===== config.mk =====
export PLATFORM = sky130hd
export DESIGN_NAME = text_console_cursor_engine_unit
export DESIGN_NICKNAME = d
export VERILOG_FILES = /design/src/design/tcce_pkg.sv /design/src/design/text_console_cursor_engine_unit.sv
export SDC_FILE = /design/constraint.sdc
export NUM_CORES = 1
export LEC_CHECK = 0
export BUFFER_PORTS_ARGS = -buffer_cell sky130_fd_sc_hd__buf_2
export CAP_MARGIN = 20
export CORE_ASPECT_RATIO = 0.8
export CORE_MARGIN = 5
export CORE_UTILIZATION = 45
export DETAILED_ROUTE_END_ITERATION = 8
export GPL_ROUTABILITY_DRIVEN = 0
export PLACE_DENSITY = 0.71
export SYNTH_ARGS = -nofsm -noshare
export SYNTH_HDL_FRONTEND = slang
export SYNTH_SLANG_ARGS = --single-unit
export TNS_END_PERCENT = 5

===== constraint.sdc =====
create_clock -name aclk -period 16.1 [get_ports aclk]
set_input_delay 2.415 -clock aclk [delete_from_list [all_inputs] [get_ports aclk]]
set_output_delay 2.415 -clock aclk [all_outputs]
set_load 0.05 [all_outputs]

===== src/design/tcce_pkg.sv =====
// shared types and constants for the text console cursor engine
package tcce_pkg;

    // fixed field widths
    localparam int CELL_W   = 14;
    localparam int CHAR_W   = 8;
    localparam int ATTR_W   = 8;
    localparam int CMD_W    = 2;
    localparam int CIDX_W   = 3;

    // stream payload widths, padded to whole bytes
    localparam int S_TDATA_W = 16;
    localparam int M_TDATA_W = 64;
    localparam int M_TUSER_W = 2;

    // special characters
    localparam logic [CHAR_W-1:0] CHR_NEWLINE   = 8'd10;
    localparam logic [CHAR_W-1:0] CHR_BACKSPACE = 8'd8;
    localparam logic [CHAR_W-1:0] CHR_BLANK     = 8'd32;

    // attribute after reset
    localparam logic [ATTR_W-1:0] ATTR_RESET = 8'd7;

    // command codes
    typedef enum logic [CMD_W-1:0] {
        CMD_PUT    = 2'd0,
        CMD_UP     = 2'd1,
        CMD_DOWN   = 2'd2,
        CMD_SELECT = 2'd3
    } cmd_t;

endpackage


===== src/design/text_console_cursor_engine_unit.sv =====
// text console cursor engine: command stream in, cell write and cursor report out
//
//  channel   | ports                    | contents
//  ----------+--------------------------+-----------------------------------------
//  command   | s_tvalid/s_tready/s_tdata/s_tuser | one command per transaction
//  result    | m_tvalid/m_tready/m_tdata/m_tuser | one result per command
//  attribute | cfg_we/cfg_wdata         | attribute byte, written while cfg_we is high
//
//  one command per cycle while results are taken; each passes through the
//  input register, then the result register; the cursor and view update lies
//  between them and is written back in the same edge as the result
//  per-console cursor and view state resets to each slice origin at once
//  a stalled result holds the input register; the next command still enters
//  while the result register drains
module text_console_cursor_engine_unit
    import tcce_pkg::*;
#(
    parameter int NUM_CONSOLES  = 4,
    parameter int SCREEN_COLS   = 80,
    parameter int SCREEN_ROWS   = 25,
    parameter int CONSOLE_CELLS = 4096
) (
    input  logic                 aclk,
    input  logic                 aresetn,
    // command channel
    input  logic                 s_tvalid,
    output logic                 s_tready,
    // [2:0] console_index, [10:3] char_code, [15:11] zero
    input  logic [S_TDATA_W-1:0] s_tdata,
    // [1:0] command
    input  logic [CMD_W-1:0]     s_tuser,
    // result channel
    output logic                 m_tvalid,
    input  logic                 m_tready,
    // [13:0] mem_cell, [21:14] mem_char, [29:22] mem_attr,
    // [43:30] cursor_pos, [57:44] view_start, [63:58] zero
    output logic [M_TDATA_W-1:0] m_tdata,
    // [0] mem_write, [1] flush
    output logic [M_TUSER_W-1:0] m_tuser,
    // attribute register
    input  logic                 cfg_we,
    input  logic [ATTR_W-1:0]    cfg_wdata
);

    // derived geometry
    localparam int VIEW_CELLS = SCREEN_COLS * SCREEN_ROWS;
    localparam int MAX_ROW    = (VIEW_CELLS >= CONSOLE_CELLS) ? 0 :
                                (CONSOLE_CELLS - VIEW_CELLS + SCREEN_COLS - 1) / SCREEN_COLS;
    localparam int MAX_WO     = MAX_ROW * SCREEN_COLS;
    localparam int IDX_W      = (NUM_CONSOLES > 1) ? $clog2(NUM_CONSOLES) : 1;
    localparam int OFF_W      = $clog2(CONSOLE_CELLS);
    localparam int ROW_W      = $clog2(CONSOLE_CELLS / SCREEN_COLS + 1);
    localparam int COL_W      = $clog2(SCREEN_COLS);
    localparam int SUM_W      = $clog2(CONSOLE_CELLS + VIEW_CELLS + SCREEN_COLS + 1);

    localparam logic [SUM_W-1:0] COLS_S   = SUM_W'(SCREEN_COLS);
    localparam logic [SUM_W-1:0] ROWS_S   = SUM_W'(SCREEN_ROWS);
    localparam logic [SUM_W-1:0] CELLS_S  = SUM_W'(CONSOLE_CELLS);
    localparam logic [SUM_W-1:0] VIEW_S   = SUM_W'(VIEW_CELLS);
    localparam logic [SUM_W-1:0] MAXROW_S = SUM_W'(MAX_ROW);
    localparam logic [COL_W-1:0] LAST_COL = COL_W'(SCREEN_COLS - 1);

    // input register
    logic                 in_valid_reg;
    cmd_t                 cmd_reg;
    logic [CIDX_W-1:0]    idx_reg;
    logic [CHAR_W-1:0]    char_reg;

    // per-console state, offsets relative to the slice origin
    logic [OFF_W-1:0]     cur_off_reg  [NUM_CONSOLES];
    logic [ROW_W-1:0]     cur_row_reg  [NUM_CONSOLES];
    logic [COL_W-1:0]     cur_col_reg  [NUM_CONSOLES];
    logic [OFF_W-1:0]     win_off_reg  [NUM_CONSOLES];
    logic [ROW_W-1:0]     win_row_reg  [NUM_CONSOLES];
    logic [IDX_W-1:0]     active_reg;
    logic [ATTR_W-1:0]    attr_reg;

    // result register
    logic                 m_valid_reg;
    logic [M_TDATA_W-1:0] m_data_reg;
    logic [M_TUSER_W-1:0] m_user_reg;

    // update path
    logic                 advance;
    logic                 in_range;
    logic [IDX_W-1:0]     sel;
    logic [CELL_W-1:0]    origin;
    logic [OFF_W-1:0]     cur_off;
    logic [ROW_W-1:0]     cur_row;
    logic [COL_W-1:0]     cur_col;
    logic [OFF_W-1:0]     win_off;
    logic [ROW_W-1:0]     win_row;
    logic [OFF_W-1:0]     cur_off_next;
    logic [ROW_W-1:0]     cur_row_next;
    logic [COL_W-1:0]     cur_col_next;
    logic [OFF_W-1:0]     win_off_next;
    logic [ROW_W-1:0]     win_row_next;
    logic [IDX_W-1:0]     active_next;
    logic [SUM_W-1:0]     target_row;
    logic                 wr;
    logic [OFF_W-1:0]     wr_off;
    logic [CHAR_W-1:0]    wr_char;
    logic                 fl;
    logic [OFF_W-1:0]     fl_cur;
    logic [OFF_W-1:0]     fl_win;
    logic [M_TDATA_W-1:0] m_data_next;
    logic [M_TUSER_W-1:0] m_user_next;

    // handshake
    assign advance  = in_valid_reg && (!m_valid_reg || m_tready);
    assign s_tready = !in_valid_reg || advance;
    assign m_tvalid = m_valid_reg;
    assign m_tdata  = m_data_reg;
    assign m_tuser  = m_user_reg;

    // console lookup
    assign in_range = {1'b0, idx_reg} < (CIDX_W + 1)'(NUM_CONSOLES);
    assign sel      = IDX_W'(idx_reg);
    assign origin   = CELL_W'(idx_reg * CELL_W'(CONSOLE_CELLS));
    assign cur_off  = cur_off_reg[sel];
    assign cur_row  = cur_row_reg[sel];
    assign cur_col  = cur_col_reg[sel];
    assign win_off  = win_off_reg[sel];
    assign win_row  = win_row_reg[sel];

    // command decode and cursor/view update
    always_comb begin
        cur_off_next = cur_off;
        cur_row_next = cur_row;
        cur_col_next = cur_col;
        win_off_next = win_off;
        win_row_next = win_row;
        active_next  = active_reg;
        target_row   = '0;
        wr           = 1'b0;
        wr_off       = '0;
        wr_char      = '0;
        fl           = 1'b0;
        fl_cur       = '0;
        fl_win       = '0;
        if (in_range) begin
            case (cmd_reg)
                CMD_PUT: begin
                    if (char_reg == CHR_NEWLINE) begin
                        if (SUM_W'(cur_off) + COLS_S < CELLS_S) begin
                            cur_off_next = OFF_W'(SUM_W'(cur_off) - SUM_W'(cur_col) + COLS_S);
                            cur_row_next = cur_row + ROW_W'(1);
                            cur_col_next = '0;
                        end
                    end else if (char_reg == CHR_BACKSPACE) begin
                        if (cur_off != '0) begin
                            cur_off_next = cur_off - OFF_W'(1);
                            wr           = 1'b1;
                            wr_off       = cur_off - OFF_W'(1);
                            wr_char      = CHR_BLANK;
                            if (cur_col == '0) begin
                                cur_col_next = LAST_COL;
                                cur_row_next = cur_row - ROW_W'(1);
                            end else begin
                                cur_col_next = cur_col - COL_W'(1);
                            end
                        end
                    end else begin
                        if (SUM_W'(cur_off) + SUM_W'(1) < CELLS_S) begin
                            cur_off_next = cur_off + OFF_W'(1);
                            wr           = 1'b1;
                            wr_off       = cur_off;
                            wr_char      = char_reg;
                            if (cur_col == LAST_COL) begin
                                cur_col_next = '0;
                                cur_row_next = cur_row + ROW_W'(1);
                            end else begin
                                cur_col_next = cur_col + COL_W'(1);
                            end
                        end
                    end
                    // follow the cursor down, as far as the slice allows
                    if (SUM_W'(cur_row_next) >= SUM_W'(win_row) + ROWS_S) begin
                        target_row = SUM_W'(cur_row_next) - ROWS_S + SUM_W'(1);
                        if (target_row <= MAXROW_S) begin
                            win_row_next = ROW_W'(target_row);
                            win_off_next = OFF_W'(SUM_W'(cur_off_next) - SUM_W'(cur_col_next)
                                                  + COLS_S - VIEW_S);
                        end else begin
                            win_row_next = ROW_W'(MAX_ROW);
                            win_off_next = OFF_W'(MAX_WO);
                        end
                    end
                    if (sel == active_reg) begin
                        fl     = 1'b1;
                        fl_cur = cur_off_next;
                        fl_win = win_off_next;
                    end
                end
                CMD_UP: begin
                    if (win_off != '0) begin
                        win_off_next = win_off - OFF_W'(SCREEN_COLS);
                        win_row_next = win_row - ROW_W'(1);
                    end
                end
                CMD_DOWN: begin
                    if (SUM_W'(win_off) + VIEW_S < CELLS_S) begin
                        win_off_next = win_off + OFF_W'(SCREEN_COLS);
                        win_row_next = win_row + ROW_W'(1);
                    end
                end
                CMD_SELECT: begin
                    active_next = sel;
                    fl          = 1'b1;
                    fl_cur      = cur_off;
                    fl_win      = win_off;
                end
                default: begin
                    active_next = active_reg;
                end
            endcase
        end
    end

    // result packing, unused fields zero
    always_comb begin
        m_data_next = '0;
        m_user_next = {fl, wr};
        if (wr) begin
            m_data_next[13:0]  = origin + CELL_W'(wr_off);
            m_data_next[21:14] = wr_char;
            m_data_next[29:22] = attr_reg;
        end
        if (fl) begin
            m_data_next[43:30] = origin + CELL_W'(fl_cur);
            m_data_next[57:44] = origin + CELL_W'(fl_win);
        end
    end

    // input register
    always_ff @(posedge aclk) begin
        if (!aresetn) begin
            in_valid_reg <= 1'b0;
        end else if (s_tready) begin
            in_valid_reg <= s_tvalid;
        end
        if (s_tready && s_tvalid) begin
            cmd_reg  <= cmd_t'(s_tuser);
            idx_reg  <= s_tdata[2:0];
            char_reg <= s_tdata[10:3];
        end
    end

    // console state
    always_ff @(posedge aclk) begin
        if (!aresetn) begin
            for (int i = 0; i < NUM_CONSOLES; i++) begin
                cur_off_reg[i] <= '0;
                cur_row_reg[i] <= '0;
                cur_col_reg[i] <= '0;
                win_off_reg[i] <= '0;
                win_row_reg[i] <= '0;
            end
            active_reg <= '0;
        end else if (advance && in_range) begin
            cur_off_reg[sel] <= cur_off_next;
            cur_row_reg[sel] <= cur_row_next;
            cur_col_reg[sel] <= cur_col_next;
            win_off_reg[sel] <= win_off_next;
            win_row_reg[sel] <= win_row_next;
            active_reg       <= active_next;
        end
    end

    // attribute register
    always_ff @(posedge aclk) begin
        if (!aresetn) begin
            attr_reg <= ATTR_RESET;
        end else if (cfg_we) begin
            attr_reg <= cfg_wdata;
        end
    end

    // result register
    always_ff @(posedge aclk) begin
        if (!aresetn) begin
            m_valid_reg <= 1'b0;
        end else if (advance) begin
            m_valid_reg <= 1'b1;
        end else if (m_tready) begin
            m_valid_reg <= 1'b0;
        end
        if (advance) begin
            m_data_reg <= m_data_next;
            m_user_reg <= m_user_next;
        end
    end

`ifndef SYNTHESIS
    // the input side only stalls behind a held result
    assert property (@(posedge aclk) disable iff (!aresetn)
        !s_tready |-> (in_valid_reg && m_valid_reg && !m_tready))
    else $error("input stalled without a held result");

    // the cursor never leaves its slice
    assert property (@(posedge aclk) disable iff (!aresetn)
        advance |-> (SUM_W'(cur_off_next) < CELLS_S))
    else $error("cursor offset beyond slice");

    // the cursor column stays within the screen width
    assert property (@(posedge aclk) disable iff (!aresetn)
        advance |-> (SUM_W'(cur_col_next) < COLS_S))
    else $error("cursor column out of range");

    // a command that advances out of the input register shows its result in the next cycle
    assert property (@(posedge aclk) disable iff (!aresetn)
        advance |=> m_valid_reg)
    else $error("result missing after update");
`endif

endmodule


==> out/metrics.yaml <==
fp.dieW_um: 218.4
avgViaCountPerCell: 5.997
finalSetupTns_ns: 0
worst_slew_margin_rel: 0.3639
worstReg2RegEnd: "m_tdata[55]"
rsz0062_at_grt: "no"
max_freq_mhz: 131.9
ys_seq_elements: 257
ctsHoldBuffers: 0
ant_nets: 0
dieArea_sq_um: 38590
synthDistinctLibCells: 99
htreeDepth: 1
drtIter0Drc: 1498
hold_path_class: "reg -> reg"
cts_tree: "done"
reg2reg_slack_ns: 8.52
setup_slack_ns: 8.519
setup_violations: 0
path_class: "reg -> reg"
largest_reg_flops: 56
wire_per_inst_um: 20.96
ys.flop_type: "edfxtp_1"
dp_hpwl_um: 28380
coreArea_sq_um: 34500
max_cap_violations: 0
synth.avg_cell_area_sq_um: 10.59
status: "finished clean"
ys_async_sr_fraction: 0
post_cts_resized: 0
clock_skew_ns: 0.01066
synth_compound_area_frac: 0.1341
portBuffers: 87
final_cell_mix: "edfxtp_1, nor2_1, nand2_1, buf_2, inv_1"
cts_inserted_buffers: 28
antenna_found_initial: 1
rr_worst_depth: 24
synthSimpleGateAreaFrac: 0.1608
cts.sinks: 257
dr.pass1.iters: 6
synth_fa_ha_area_frac: 0.05859
fin_nets: 1620
min_period_over_period: 0.4709
hold_violations: 0
pwr_density_cell_nw_per_um2: 109.2
die_h_um: 176.7
crit_path_end_kind: "flop"
synthesis.area_sq_um: 15630
hold_ws_ns: 0.4778
synthCells: 1476
grt_pass1_wl_um: 65940
cp_data_required_time_ns: 16.34
synth_top_family_by_area: "simple AND/OR/NAND/NOR gates"
seq_area_frac_synth: 0.4848
tightestPinTransition_ns: 0.9442
first_global_vias: 11430
cp-start-kind: "flop"
cp.arrival_ns: 7.82
yosysWarnings: 0
boundaryPins: 99
rows: 61
grt_usage: 0.2151
globalRouteOverflowTotal: 0
cts_root_buf: "clkbuf_16"
crit_end: "m_tdata[55]"
vias: 12040
ir_drop_v: 0.00007399
drt-total-wl_um: 42090
synth-edff-count: 243
drv_slew: 0
initial_core_util: 0.4531
layout-drive-gt1-share: 0.1681
power_leakage_nw: 6.556
post-cts-setup-buffer-count: 0
crit_fanout: 31
pre_cts_slack_ns: 8.662
cts_max_path_buffers: 3
synthMuxAreaShare: 0.07708
layout_commonest_cell: "edfxtp_1"
route.detailed.drc: 0
grt_max_degree: 60
worst_skew_pair.late_latency_ns: 0.55
synthXorXnorAreaFrac: 0.03386
syn2layout_area_growth_pct: 10.89
min_period_ns: 7.581
clk_pin_slew_ns: 0.06
[cell families (layout without fill, tap and decap cells)]
family | Yosys count | after routing
adders and majority gates | 72 | 72
xor gates and xnor gates | 58 | 58
muxes | 65 | 65
other | 1 | 7
buffers and inverters | 186 | 240
AOI/OAI and AO/OA | 305 | 305
and+or+nand+nor | 532 | 532
DFF | 257 | 257
[synthesized netlist by cell type, drive strengths merged (33+ instances only)]
cell type	instances	area, sq um
o21ai	61	305.3
xnor2	39	349.1
edfxtp	243	7297
ha	70	875.8
mux4	43	968.4
clkbuf	68	255.2
nand2	114	437.9
buf	33	214.0
a21oi	77	389.1
inv	84	317.8
nor2	236	893.4
nor3	46	271.5
[report_power, final]
part	internal (W)	total, W	switching (W)	leakage [nW]
logic	0.000164	0.000476	0.000312	3.53
clock network	0.000381	0.000644	0.000263	0.446
registers	0.000760	0.000773	0.0000132	2.58
total	0.00130	0.00189	0.000588	6.56
[stage by stage]
stage	utilization	total power, W	std cells	area, sq um
6_report	0.5024	0.001893	2008	17330
5_1_grt	0.5024	0.001974	2007	17330
4_1_cts	0.5016	0.001896	2006	17300
3_5_place_dp	0.4749	0.001251	1958	16380
3_3_place_gp	0.4749	0.001242	1958	16380
2_1_floorplan	-	0.001142	1481	15650
[how the worst min path moves through the flow]
| stage | start | endpoint | slack (ns) | depth (start not counted) |
|---|---|---|---|---|
| 2_1_floorplan | attr_reg[0] | attr_reg[0] | 0.43 | 2 |
| 3_5_place_dp | attr_reg[0] | attr_reg[0] | 0.46 | 2 |
| 6_report | attr_reg[0] | attr_reg[0] | 0.48 | 2 |
| 5_1_grt | active_reg[0] | active_reg[0] | 0.51 | 2 |
| 3_3_place_gp | attr_reg[1] | attr_reg[1] | 0.45 | 2 |
| 4_1_cts | attr_reg[0] | attr_reg[0] | 0.48 | 2 |
[critical path, cell delays in order (launching register included)]
cell	delay (ns)
dfxtp_4	0.54
buf_4	0.61
mux4_2	0.76
inv_1	0.16
ha_1	0.27
and4_1	0.29
o211a_1	0.47
inv_1	0.37
nand2_1	0.52
a21oi_1	0.14
a211oi_1	0.25
a21oi_1	0.13
ha_1	0.35
ha_1	0.23
fa_1	0.40
a21oi_1	0.15
nor2_1	0.05
nor2_1	0.16
o21bai_1	0.09
a21oi_1	0.22
inv_1	0.06
a21oi_1	0.20
a311oi_1	0.14
xnor2_1	0.46
a311oi_1	0.23
[layer usage]
| metal | track usage | up-vias | share of wire |
|---|---|---|---|
| li1 | - | 5485 | - |
| met1 | 0.3198 | 5817 | 0.43 |
| met2 | 0.3164 | 632 | 0.43 |
| met3 | 0.04891 | 105 | 0.11 |
| met4 | 0.06304 | 2 | 0.032 |
| met5 | 0 | - | 0.00026 |
[final cells by class]
| class | instances | area (sq um) |
|---|---|---|
| Antenna cell | 1 | 2.502 |
| Clock buffer | 34 | 754.5 |
| Clock inverter | 14 | 163.9 |
| Fill cell | 3088 | 17170 |
| Inverter | 85 | 321.6 |
| Multi-Input combinational cell | 1038 | 7312 |
| Sequential cell | 257 | 7582 |
| Tap cell | 472 | 590.6 |
| Timing Repair Buffer | 107 | 605.6 |
No activity file was read; power rests on OpenSTA's default activity.
